--- src/rsce_pkg.sv ---
// shared types, constants and helper functions for the reduced sha-256 carry extractor
`default_nettype none

package rsce_pkg;

   // rounds 57 to 63 of the compression function
   localparam int NUM_ROUNDS       = 7;
   // additions per round that report carries
   localparam int NUM_ADDS         = 7;
   // state words a..h
   localparam int NUM_STATE        = 8;
   // one result beat per path and round
   localparam int RESULTS_PER_ITEM = 2 * NUM_ROUNDS;
   // fixed widths of the stream fields
   localparam int WORDS_FIELD_W    = 56;
   localparam int CARRY_FIELD_W    = 56;
   localparam int CSR_DATA_W       = 64;

   // register indexes
   localparam logic CSR_FIRST_START  = 1'b0;
   localparam logic CSR_SECOND_START = 1'b1;

   // round constants k[57..63]
   localparam logic [31:0] TAIL_K [NUM_ROUNDS] = '{
      32'h78a5636f, 32'h84c87814, 32'h8cc70208, 32'h90befffa,
      32'ha4506ceb, 32'hbef9a3f7, 32'hc67178f2
   };

   // control travelling with a token along the chain
   typedef struct packed {
      logic valid;
      logic path;
   } token_ctrl_type;

   // standard rotation scaled to the word width, half to even, at least 1,
   // an amount equal to the width wraps to zero
   function automatic int scaled_rot(input int k, input int wbits);
      int num;
      int q;
      int rem;
      num = k * wbits;
      q   = num / 32;
      rem = num % 32;
      if ((rem > 16) || ((rem == 16) && ((q & 1) == 1))) begin
         q = q + 1;
      end
      if (q < 1) begin
         q = 1;
      end
      if (q >= wbits) begin
         q = 0;
      end
      return q;
   endfunction

endpackage

`default_nettype wire

--- src/rsce_round_cell.sv ---
// one compression round cell of the chain, registered, with carry capture
`default_nettype none

module rsce_round_cell #(
   parameter int WORD_BITS = 8,
   parameter int ROUND     = 0
) (
   input  wire logic                                  clock,
   input  wire logic                                  reset,
   input  wire logic                                  advance,
   input  wire rsce_pkg::token_ctrl_type              in_ctrl,
   input  wire logic [rsce_pkg::NUM_STATE*WORD_BITS-1:0] in_state,
   input  wire logic [rsce_pkg::NUM_ROUNDS*WORD_BITS-1:0] in_words,
   input  wire logic [rsce_pkg::NUM_ROUNDS*rsce_pkg::NUM_ADDS*WORD_BITS-1:0] in_carries,
   output rsce_pkg::token_ctrl_type                   out_ctrl,
   output logic [rsce_pkg::NUM_STATE*WORD_BITS-1:0]   out_state,
   output logic [rsce_pkg::NUM_ROUNDS*WORD_BITS-1:0]  out_words,
   output logic [rsce_pkg::NUM_ROUNDS*rsce_pkg::NUM_ADDS*WORD_BITS-1:0] out_carries
);

   localparam int W   = WORD_BITS;
   localparam int SW  = rsce_pkg::NUM_STATE * W;
   localparam int WW  = rsce_pkg::NUM_ROUNDS * W;
   localparam int RW  = rsce_pkg::NUM_ADDS * W;
   localparam int CW  = rsce_pkg::NUM_ROUNDS * RW;

   localparam int S0_R0 = rsce_pkg::scaled_rot(2, W);
   localparam int S0_R1 = rsce_pkg::scaled_rot(13, W);
   localparam int S0_R2 = rsce_pkg::scaled_rot(22, W);
   localparam int S1_R0 = rsce_pkg::scaled_rot(6, W);
   localparam int S1_R1 = rsce_pkg::scaled_rot(11, W);
   localparam int S1_R2 = rsce_pkg::scaled_rot(25, W);

   localparam logic [31:0]  K_FULL = rsce_pkg::TAIL_K[ROUND];
   localparam logic [W-1:0] K_WORD = K_FULL[W-1:0];

   function automatic logic [W-1:0] rotr(input logic [W-1:0] x, input int amt);
      return (x >> amt) | (x << (W - amt));
   endfunction

   // carry out of each bit position of x + y
   function automatic logic [W-1:0] add_carries(input logic [W-1:0] x, input logic [W-1:0] y);
      logic [W:0] sum;
      logic [W:0] mix;
      sum = {1'b0, x} + {1'b0, y};
      mix = sum ^ {1'b0, x} ^ {1'b0, y};
      return mix[W:1];
   endfunction

   rsce_pkg::token_ctrl_type ctrl_ff;
   logic [SW-1:0] state_ff, state_in;
   logic [WW-1:0] words_ff;
   logic [CW-1:0] carries_ff, carries_in;

   logic [W-1:0] a, b, c, d, e, f, g, h, w;
   logic [W-1:0] sg0, sg1, ch, mj, t0, t1, t2, big_t1, big_t2, new_a, new_e;
   logic [RW-1:0] round_carries;

   always_comb begin
      a = in_state[0*W +: W];
      b = in_state[1*W +: W];
      c = in_state[2*W +: W];
      d = in_state[3*W +: W];
      e = in_state[4*W +: W];
      f = in_state[5*W +: W];
      g = in_state[6*W +: W];
      h = in_state[7*W +: W];
      w = in_words[ROUND*W +: W];

      sg1    = rotr(e, S1_R0) ^ rotr(e, S1_R1) ^ rotr(e, S1_R2);
      ch     = (e & f) ^ (~e & g);
      sg0    = rotr(a, S0_R0) ^ rotr(a, S0_R1) ^ rotr(a, S0_R2);
      mj     = (a & b) ^ (a & c) ^ (b & c);
      t0     = h + sg1;
      t1     = t0 + ch;
      t2     = t1 + K_WORD;
      big_t1 = t2 + w;
      big_t2 = sg0 + mj;
      new_e  = d + big_t1;
      new_a  = big_t1 + big_t2;

      round_carries = {add_carries(big_t1, big_t2), add_carries(d, big_t1),
                       add_carries(sg0, mj), add_carries(t2, w), add_carries(t1, K_WORD),
                       add_carries(t0, ch), add_carries(h, sg1)};

      state_in   = {g, f, e, new_e, c, b, a, new_a};
      carries_in = in_carries;
      carries_in[ROUND*RW +: RW] = round_carries;
   end

   always_ff @(posedge clock) begin
      if (reset) begin
         ctrl_ff <= '0;
      end else if (advance) begin
         ctrl_ff <= in_ctrl;
      end
   end

   always_ff @(posedge clock) begin
      if (advance) begin
         state_ff   <= state_in;
         words_ff   <= in_words;
         carries_ff <= carries_in;
      end
   end

   assign out_ctrl    = ctrl_ff;
   assign out_state   = state_ff;
   assign out_words   = words_ff;
   assign out_carries = carries_ff;

endmodule

`default_nettype wire

--- src/rsce_result_buffer.sv ---
// pairs the two path tokens of an item and streams their fourteen carry beats
`default_nettype none

module rsce_result_buffer #(
   parameter int WORD_BITS = 8
) (
   input  wire logic                                  clock,
   input  wire logic                                  reset,
   input  wire rsce_pkg::token_ctrl_type              tail_ctrl,
   input  wire logic [rsce_pkg::NUM_STATE*WORD_BITS-1:0] tail_state,
   input  wire logic [rsce_pkg::NUM_ROUNDS*rsce_pkg::NUM_ADDS*WORD_BITS-1:0] tail_carries,
   output logic                                       tail_take,
   input  wire logic                                  out_ready,
   output logic                                       out_valid,
   output logic                                       out_path,
   output logic [2:0]                                 out_round,
   output logic [rsce_pkg::NUM_ADDS*WORD_BITS-1:0]    out_carries,
   output logic                                       out_equal,
   output logic                                       out_last
);

   localparam int SW      = rsce_pkg::NUM_STATE * WORD_BITS;
   localparam int RW      = rsce_pkg::NUM_ADDS * WORD_BITS;
   localparam int NR      = rsce_pkg::NUM_ROUNDS;
   localparam int NE      = rsce_pkg::RESULTS_PER_ITEM;
   localparam int COUNT_W = $clog2(NE);
   localparam logic [COUNT_W-1:0] LAST_COUNT = COUNT_W'(NE - 1);
   localparam logic [COUNT_W-1:0] PATH_SPLIT = COUNT_W'(NR);

   logic [SW-1:0]          hold_state_ff;
   logic [NR*RW-1:0]       hold_carries_ff;
   logic [RW-1:0]          entry_ff [NE];
   logic [RW-1:0]          entry_in [NE];
   logic                   valid_ff, valid_in;
   logic [COUNT_W-1:0]     count_ff, count_in;
   logic                   equal_ff, equal_in;

   logic beat;
   logic last_beat;
   logic load;
   logic hold_load;
   logic second_half;

   assign beat      = valid_ff && out_ready;
   assign last_beat = beat && (count_ff == LAST_COUNT);
   // path two token completes an item once the beat buffer frees up
   assign load      = tail_ctrl.valid && tail_ctrl.path && (!valid_ff || last_beat);
   assign hold_load = tail_ctrl.valid && !tail_ctrl.path;
   assign tail_take = hold_load || load;

   always_comb begin
      valid_in = valid_ff;
      count_in = count_ff;
      equal_in = equal_ff;
      for (int i = 0; i < NE; i++) begin
         entry_in[i] = entry_ff[i];
      end
      if (load) begin
         valid_in = 1'b1;
         count_in = '0;
         equal_in = (hold_state_ff == tail_state);
         for (int r = 0; r < NR; r++) begin
            entry_in[r]      = hold_carries_ff[r*RW +: RW];
            entry_in[r + NR] = tail_carries[r*RW +: RW];
         end
      end else if (beat) begin
         if (count_ff == LAST_COUNT) begin
            valid_in = 1'b0;
         end else begin
            count_in = count_ff + 1'b1;
         end
         for (int i = 0; i < NE - 1; i++) begin
            entry_in[i] = entry_ff[i + 1];
         end
      end
   end

   always_ff @(posedge clock) begin
      if (reset) begin
         valid_ff <= 1'b0;
         count_ff <= '0;
      end else begin
         valid_ff <= valid_in;
         count_ff <= count_in;
      end
   end

   always_ff @(posedge clock) begin
      equal_ff <= equal_in;
      for (int i = 0; i < NE; i++) begin
         entry_ff[i] <= entry_in[i];
      end
      if (hold_load) begin
         hold_state_ff   <= tail_state;
         hold_carries_ff <= tail_carries;
      end
   end

   assign second_half = (count_ff >= PATH_SPLIT);

   assign out_valid   = valid_ff;
   assign out_path    = second_half;
   assign out_round   = second_half ? 3'(count_ff - PATH_SPLIT) : 3'(count_ff);
   assign out_carries = entry_ff[0];
   assign out_last    = (count_ff == LAST_COUNT);
   assign out_equal   = out_last && equal_ff;

endmodule

`default_nettype wire

--- src/reduced_sha256_carry_extractor_top.sv ---
// top level of the reduced sha-256 carry extractor: injector, round cell chain, beat buffer
//
// usage
//   req channel: one beat carries the seven message words of both paths
//   (rounds 57..63); each beat starts two tokens, path one then path two,
//   which walk a chain of seven round cells, one cell per round
//   rsp channel: fourteen beats per request, path one rounds 0..6 then path
//   two rounds 0..6; tlast marks the fourteenth beat, which also carries the
//   flag telling whether both final states match
//   csr port: start state of each path, write only; the user writes it only while idle (block does not enforce)
// flow
//   first rsp beat follows once the path two token has left the last cell and entered the beat buffer
//   one rsp beat per cycle while rsp tready is high; the single result port sets the request
//   rate, and a new request can be accepted while earlier beats still stream; the chain itself
//   takes a token every cycle that it advances, and a request needs two chain slots
// reset
//   synchronous, active high: chain, buffer and injector empty, both start
//   states cleared to zero
// receiver stall
//   the beat buffer holds its beat; the chain stalls as a whole once its
//   last cell holds a path two token that cannot enter the buffer, and req
//   tready drops with it
`default_nettype none

module reduced_sha256_carry_extractor_top #(
   parameter int WORD_BITS = 8
) (
   input  wire logic         clock,
   input  wire logic         reset,
   // request stream
   input  wire logic         req_tvalid,
   output logic              req_tready,
   // [55:0] first_path_words, [111:56] second_path_words
   input  wire logic [111:0] req_tdata,
   // result stream
   output logic              rsp_tvalid,
   input  wire logic         rsp_tready,
   // [55:0] carry_bits, [56] states_equal, [63:57] zero
   output logic [63:0]       rsp_tdata,
   // [0] path_index, [3:1] round_index
   output logic [3:0]        rsp_tuser,
   // last_result
   output logic              rsp_tlast,
   // configuration write port
   input  wire logic         csr_we,
   input  wire logic         csr_index,
   input  wire logic [63:0]  csr_wdata
);

   localparam int NR  = rsce_pkg::NUM_ROUNDS;
   localparam int SW  = rsce_pkg::NUM_STATE * WORD_BITS;
   localparam int WW  = NR * WORD_BITS;
   localparam int RW  = rsce_pkg::NUM_ADDS * WORD_BITS;
   localparam int CW  = NR * RW;
   localparam int FW  = rsce_pkg::WORDS_FIELD_W;

   // start state registers
   logic [rsce_pkg::CSR_DATA_W-1:0] first_start_ff, first_start_in;
   logic [rsce_pkg::CSR_DATA_W-1:0] second_start_ff, second_start_in;

   // path two words waiting to enter the chain
   logic          pend_valid_ff, pend_valid_in;
   logic [WW-1:0] pend_words_ff;

   logic req_fire;
   logic advance;
   logic tail_take;

   // chain links, index 0 is the injector output
   rsce_pkg::token_ctrl_type chain_ctrl    [NR+1];
   logic [SW-1:0]            chain_state   [NR+1];
   logic [WW-1:0]            chain_words   [NR+1];
   logic [CW-1:0]            chain_carries [NR+1];

   logic          buf_valid;
   logic          buf_path;
   logic [2:0]    buf_round;
   logic [RW-1:0] buf_carries;
   logic          buf_equal;
   logic          buf_last;

   // configuration writes
   always_comb begin
      first_start_in  = first_start_ff;
      second_start_in = second_start_ff;
      if (csr_we) begin
         unique case (csr_index)
            rsce_pkg::CSR_FIRST_START:  first_start_in  = csr_wdata;
            rsce_pkg::CSR_SECOND_START: second_start_in = csr_wdata;
         endcase
      end
   end

   always_ff @(posedge clock) begin
      if (reset) begin
         first_start_ff  <= '0;
         second_start_ff <= '0;
      end else begin
         first_start_ff  <= first_start_in;
         second_start_ff <= second_start_in;
      end
   end

   // whole chain moves when its last cell is empty or handing off
   assign advance    = !chain_ctrl[NR].valid || tail_take;
   assign req_tready = !pend_valid_ff && advance;
   assign req_fire   = req_tvalid && req_tready;

   always_comb begin
      pend_valid_in = pend_valid_ff;
      if (req_fire) begin
         pend_valid_in = 1'b1;
      end else if (advance) begin
         pend_valid_in = 1'b0;
      end
   end

   always_ff @(posedge clock) begin
      if (reset) begin
         pend_valid_ff <= 1'b0;
      end else begin
         pend_valid_ff <= pend_valid_in;
      end
   end

   always_ff @(posedge clock) begin
      if (req_fire) begin
         pend_words_ff <= req_tdata[FW +: WW];
      end
   end

   // injector: path one straight from the beat, path two from the pending words once the chain next advances
   assign chain_ctrl[0].valid = pend_valid_ff || req_fire;
   assign chain_ctrl[0].path  = pend_valid_ff;
   assign chain_state[0]      = pend_valid_ff ? second_start_ff[SW-1:0]
                                              : first_start_ff[SW-1:0];
   assign chain_words[0]      = pend_valid_ff ? pend_words_ff : req_tdata[WW-1:0];
   assign chain_carries[0]    = '0;

   for (genvar r = 0; r < NR; r++) begin : g_cell
      rsce_round_cell #(
         .WORD_BITS (WORD_BITS),
         .ROUND     (r)
      ) u_cell (
         .clock       (clock),
         .reset       (reset),
         .advance     (advance),
         .in_ctrl     (chain_ctrl[r]),
         .in_state    (chain_state[r]),
         .in_words    (chain_words[r]),
         .in_carries  (chain_carries[r]),
         .out_ctrl    (chain_ctrl[r+1]),
         .out_state   (chain_state[r+1]),
         .out_words   (chain_words[r+1]),
         .out_carries (chain_carries[r+1])
      );
   end

   rsce_result_buffer #(
      .WORD_BITS (WORD_BITS)
   ) u_buffer (
      .clock        (clock),
      .reset        (reset),
      .tail_ctrl    (chain_ctrl[NR]),
      .tail_state   (chain_state[NR]),
      .tail_carries (chain_carries[NR]),
      .tail_take    (tail_take),
      .out_ready    (rsp_tready),
      .out_valid    (buf_valid),
      .out_path     (buf_path),
      .out_round    (buf_round),
      .out_carries  (buf_carries),
      .out_equal    (buf_equal),
      .out_last     (buf_last)
   );

   // result beat packing
   assign rsp_tvalid = buf_valid;
   assign rsp_tdata  = {7'b0, buf_equal, rsce_pkg::CARRY_FIELD_W'(buf_carries)};
   assign rsp_tuser  = {buf_round, buf_path};
   assign rsp_tlast  = buf_last;

   // the fourteenth beat belongs to path two, round six
   a_last_is_final_round: assert property (@(posedge clock) disable iff (reset)
      rsp_tvalid && rsp_tlast |-> (rsp_tuser[0] == 1'b1) && (rsp_tuser[3:1] == 3'd6))
      else $error("last beat not on path two round six");

   // equality flag only rides on the last beat
   a_equal_only_last: assert property (@(posedge clock) disable iff (reset)
      rsp_tvalid && !rsp_tlast |-> !rsp_tdata[56])
      else $error("states_equal set before the last beat");

   // path two injection blocks the request side until path two has entered the chain
   a_req_gap: assert property (@(posedge clock) disable iff (reset)
      req_tvalid && req_tready |=> !req_tready)
      else $error("request accepted while path two still pending");

   // an item's beats stream without gaps once started
   a_rsp_no_gap: assert property (@(posedge clock) disable iff (reset)
      rsp_tvalid && rsp_tready && !rsp_tlast |=> rsp_tvalid)
      else $error("result stream broke inside an item");

endmodule

`default_nettype wire
--- config.mk ---
export PLATFORM = sky130hd
export DESIGN_NAME = reduced_sha256_carry_extractor_top
export DESIGN_NICKNAME = d
export VERILOG_FILES = /design/src/rsce_pkg.sv /design/src/rsce_round_cell.sv /design/src/rsce_result_buffer.sv /design/src/reduced_sha256_carry_extractor_top.sv
export SDC_FILE = /design/constraint.sdc
export NUM_CORES = 2
export LEC_CHECK = 0
export BUFFER_PORTS_ARGS = -buffer_cell sky130_fd_sc_hd__buf_2
export CELL_PAD_IN_SITES_DETAIL_PLACEMENT = 2
export CELL_PAD_IN_SITES_GLOBAL_PLACEMENT = 2
export CORE_ASPECT_RATIO = 0.5
export CORE_MARGIN = 4
export CORE_UTILIZATION = 40
export DETAILED_ROUTE_END_ITERATION = 8
export PLACE_DENSITY = 0.79
export SLEW_MARGIN = 20
export SYNTH_ARGS = -nofsm -noshare
export SYNTH_HDL_FRONTEND = slang
export SYNTH_SLANG_ARGS = --single-unit
--- constraint.sdc ---
create_clock -name clock -period 66.1 [get_ports clock]
set_clock_uncertainty 0.05 [all_clocks]
set_input_delay 3.305 -clock clock [delete_from_list [all_inputs] [get_ports clock]]
set_output_delay 3.305 -clock clock [all_outputs]
set_load 0.05 [all_outputs]
==> metrics list, run 1 <==
- The flow did not finish.
- It got as far as 4_1_cts and failed there.
- The tool reported: "[ERROR DPL-0033] detailed placement checks failed during check placement".
- Setup fix buffers added after clock tree synthesis: 0
- Gpl congestion: 0.8569
* Starting utilization of the core area: 40.17%
* TritonCTS buffer count: 334
- The number of different library cells used by synthesis comes to 52.
- Yosys mapped a number of flops with a built-in enable equal to 3441.
- During I/O placement, the number of pins put on the boundary was 253.
- Among all flip-flop cells after synthesis, the most frequent one is edfxtp_1.
- The synthesized netlist occupies a cell area of 139600 um^2.
- Chip Width: 843.4 um
* Post-synthesis sequential element count: 3589
* Sequential element share of the synthesized area: 76.15%
- Number of levels in the clock H-tree: 5
- Detailed placement ended at an HPWL of 414.5 mm.
- Hold buffer count at cts: 0
- Port buffering added 245 buffers.
- Post-synthesis average cell area: 18.45 um^2
* Share of async-settable or async-resettable flops after synthesis: 0%
* Placement row count: 153
- Of all cell types, the one taking the most synthesized area is edfxtp_1.
* Fraction of synthesized cell area taken by the top area cell type: 74.03%
- After synthesis, the cell types taking the most area are edfxtp_1 74%, mux2_2 7.1%, xnor2_1 5.7%.
- DIE HEIGHT: 425.7 um
- CTS resizes: 0
- Maximum buffer depth of the clock tree: 4
- Synthesis Warnings: 0
- Counting every sink on the clock net gives 3589.
* Clock tree root driver cell: clkbuf_16
* Post-Synthesis Cells: 7564
metrics by stage:
step	cell area [um^2]	setup slack [ns]	std cells
floorplan	139600	0.9490	7570
global placement	146500	56.53	12350
detailed placement	146500	55.55	12350
cell usage after synthesis, drive strengths merged, types with 2 or more instances:
library cell  number
clkbuf           122
maj3              58
a211oi             2
nor2              69
nor2b             35
nand3              3
xor2             166
o21bai           112
and2               4
nand2            292
buf               87
o21a               4
and3               7
ha               346
a31oi              2
edfxtp          3441
or3               11
dfxtp            148
nor4              17
xnor2            907
nand2b            33
o21ai             54
inv              243
mux2i             13
nor3               7
a21oi            346
fa                42
a21o              89
nand4              5
xor3              15
mux2             877
cells by family after synthesis:
kind of cell / Yosys count / synth area share, %
compound gates: 612 / 2.598
other cells: 1 / 0.002687
buf+inv: 452 / 1.398
flops: 3589 / 76.15
mux: 890 / 7.177
fa+ha+maj: 446 / 4.121
simple gates: 485 / 1.519
xor+xnor: 1089 / 7.030
==> inputs of run 2 (changes only) <==
Settings changed: CELL_PAD_IN_SITES_DETAIL_PLACEMENT 2 to default, CELL_PAD_IN_SITES_GLOBAL_PLACEMENT 2 to default, CORE_ASPECT_RATIO 0.5 to default, CORE_UTILIZATION 40 to 25, PLACE_DENSITY 0.79 to default, PLACE_DENSITY_LB_ADDON from default to 0.15.
Clock period 66.1 ns to 85.9 ns, I/O delays scaled along.
==> run 2 against run 1 <==
  * The flow now finishes without violations
  * Synthesized cell count stayed put
  * Area after synthesis did not move
==> metrics list, run 2 <==
- Depth of the worst register-to-register path: 22
- Worst Max-Slew Pin Slew: 1.218 ns
* Post-route setup slack: 76.07 ns
- Count of max-cap constraint violations: 0
- Overflow after GRT: 0
- After global routing, the most crowded layer is met2.
- Final worst path period need: 9.832 ns
- Fraction of the mapped netlist area in compound gates: 2.598%
* Status: finished clean
* Die Footprint: 570300 um^2
* Crit path cell chain: buf_2, nand2_1, nand2_1, nor2_1, buf_4, nor2_1, buf_2
- The kind of cell with the highest combined delay along the critical path is buffers and inverters.
- Once detail routing completed, the nets flagged for antenna violations numbered 0.
- HPWL after DPL: 255.2 mm
* Post-synthesis average cell area: 18.45 um^2
- Routed Wire Length: 352.9 mm
- Mapped Area: 139600 um^2
- # nets final: 8675
- Achievable Freq: 101.7 MHz
* DRC viols: 0
- In this run the register-to-register setup slack is 78.28 ns.
* Final sum of negative setup slack: 0 ns
- Unrepaired setup endpoints after global routing: false
- Global-route met2 utilization: 18.33%
- The library cell used most frequently in the layout, excluding fill and tap cells, is edfxtp_1.
- Synth top area cells: edfxtp_1 74%, mux2_2 7.1%, xnor2_1 5.7%
- Cell with the most instances after synthesis: edfxtp_1
- After filler insertion, the fill cell instance count of the layout stands at 54720.
* TritonRoute pass-1 iters: 5
- Starting utilization of the core area: 25.07%
* Largest family of logic cells by synthesized area: multiplexers
- Clock tree root driver cell: clkbuf_16
- The synthesized netlist devotes 1.519% of its cell area to simple gates.
- The top cell types in the final layout, fill and taps aside, are 3441 x edfxtp_1, 900 x xnor2_1, 874 x mux2_2, 402 x clkbuf_16, 346 x ha_1.
- The worst setup path is captured at an output port.
- Clock-pin slew was measured on the worst setup and hold paths at 0.06 ns.
- The final hold violation count came to 0.
- For this design, the slowest cell found on the critical path is buf_4.
- In this run the core area contains 274 standard-cell rows.
* Overall routing resource usage: 12.10%
* Worst-path maximum fanout: 17
- In this run the most critical hold path is launched from g_cell[0].u_cell.out_words[32]$_DFFE_PN_.
- In this run the number of H-tree levels came out at 5.
- Total of buffers placed on input and output ports: 245
* Cell area after placement: 150100 um^2
* Launching element type of the critical path: primary input
- Chip Width: 755.2 um
- The top cell type by area accounts for 74.03% of the synthesized area.
* Count of different cell masters after synthesis: 52
* Layout cells sized above 1: 21.28%
- Sorting the synthesized cells by how often they occur yields 3441 x edfxtp_1, 906 x xnor2_1, 874 x mux2_2, 346 x a21oi_1, 346 x ha_1.
* Share of the cycle needed by the critical path after routing: 11.45%
- Worst slew margin relative to its limit: 18.81%
* Share of async-settable or async-resettable flops after synthesis: 0%
* Synth Area in Adders: 4.121%
- In this run the critical register-to-register path is captured at g_cell[0].u_cell.out_carries[54]$_DFFE_PN_.
* Library cell occupying the most area in the post-synthesis netlist: edfxtp_1
- In the global route stage, met1 resource usage came out at 18.15%.
- Final Setup Violations: 0
- Clock latency of the later-clocked register in the worst-skew pair: 1.00 ns
* Worst hold path stage count: 0
* Wire length of the first global-routing pass: 496.4 mm
- After technology mapping, the gate count stands at 7564.
- The routed layout has 63170 vias.
* Endpoint of the worst hold path: g_cell[1].u_cell.out_words[32]$_DFFE_PN_
- Number of antenna violations at the first check in global routing: 93
* DIE HEIGHT: 755.2 um
- Via-per-instance ratio: 3.972
- In this design, the stage delay of the slowest critical-path cell is 0.27 ns.
* Kind of critical path: in -> out
- Post-CTS repair changed the size of 0 cells.
- The number of hold buffers added after CTS was 0.
- Area Overhead vs Synth: 16.76%
* Via count of the first global-routing pass: 65610
- Together, buffers and inverters on the worst path number 3.
- Maximum number of pins on one net before global-route repair: 188
- For this run, the leading register cell type out of synthesis is edfxtp_1.
* WL per Instance: 22.19 um
* Sequential element share of the synthesized area: 76.15%
- The floorplan step defined a core boundary enclosing 556800 um^2.
- Gpl congestion: 0.7939
- The startpoint identified for the worst register-to-register timing path is pend_valid_ff$_SDFFE_PP0P_.
- Crit path required time: 81.56 ns
* Data arrival time of the critical path: 5.49 ns
- In this run, synthesis produced a sequential element count of 3589.
* Min-Delay Path Class: reg -> reg
* EDFF count, synth: 3441
* Worst-case hold slack: 0.2899 ns
* Boundary Pins: 253
- In the global route stage, met3 resource usage came out at 1.719%.
* Initial DRC count: 4865
- Synthesis Warnings: 0
- Counting the buffers created by CTS gives 400.
- TritonCTS built the clock tree.
- In this run the deepest clock path goes through 4 buffers.
- Setup fix buffers added after clock tree synthesis: 0
* Synthesized-area fraction occupied by xor and xnor cells: 7.030%
- Summing all non-filler instances in the final layout gives an area of 163000 um^2.
* Post-Place Worst Slack: 75.52 ns
- After synthesis, the share of cell area in mux cells is 7.177%.
- Number of pins exceeding their max-slew limit in the final report: 0
* Num Clock Sinks: 3589
- The register with the most flip-flops in the layout has 1536 of them.
[run 2: metal layers]
layer	wire length [um]	vias to the layer above
met5	93	-
met1	175100	31970
li1	-	29410
met4	8397	18
met3	14830	471
met2	154400	1295
[run 2: through the flow]
| step | cells | utilization [%] |
|---|---|---|
| after floorplan | 7570 | - |
| after global placement | 15160 | 26.95 |
| after detailed placement | 15160 | 26.95 |
| after CTS | 15890 | 29.27 |
| after global routing | 15890 | 29.27 |
| final | 15900 | 29.27 |
[run 2: worst register-to-register path, cell delays in order, from the launching register on]
cell	delay, ns
dfxtp_4	0.83
mux2i_1	0.62
xnor2_1	0.22
xnor2_1	0.24
ha_1	0.20
inv_1	0.05
fa_1	0.61
inv_1	0.07
ha_1	0.29
a21o_1	0.17
maj3_2	0.35
xor2_1	0.34
nand3b_1	0.22
xor2_1	0.52
ha_1	0.37
xnor2_1	0.79
ha_1	0.41
a21oi_1	0.25
o21bai_1	0.11
a21oi_1	0.18
xnor2_1	0.18
xnor2_1	0.11
xnor2_1	0.13
[run 2: kinds of logic after synthesis]
logic type	after synthesis
AOI/OAI and AO/OA	612
xor gates and xnor gates	1089
muxes	890
other	1
and+or+nand+nor	485
adders and majority gates	446
buffers and inverters	452
DFF	3589
[run 2: worst max-delay path by stage]
stage	end	depth (start not counted)	from
floorplan	g_cell[0].u_cell.out_carries[0]$_DFFE_PN_	5	rsp_tready
global placement	g_cell[5].u_cell.out_carries[146]$_DFFE_PN_	11	rsp_tready
detailed placement	g_cell[5].u_cell.out_carries[146]$_DFFE_PN_	11	rsp_tready
CTS	req_tready	7	rsp_tready
global route	req_tready	7	rsp_tready
finish	req_tready	7	rsp_tready
[run 2: final cells by class]
cell class              instances  area, um^2  area share (%)
flip-flops and latches       3589      106300           65.22
multi-input cells            3529       31460           19.30
clock buffers                 505       10540           6.470
well taps                    7452        9324           5.721
clock inverters               228        2331           1.430
repair buffers                342        2061           1.264
inverters                     243       919.6          0.5643
diodes                         15       37.54         0.02303
Power of run 2 is left out: the tool's default activity adds up to more than one toggle a clock period on the data nets, which glitch-free logic cannot reach.
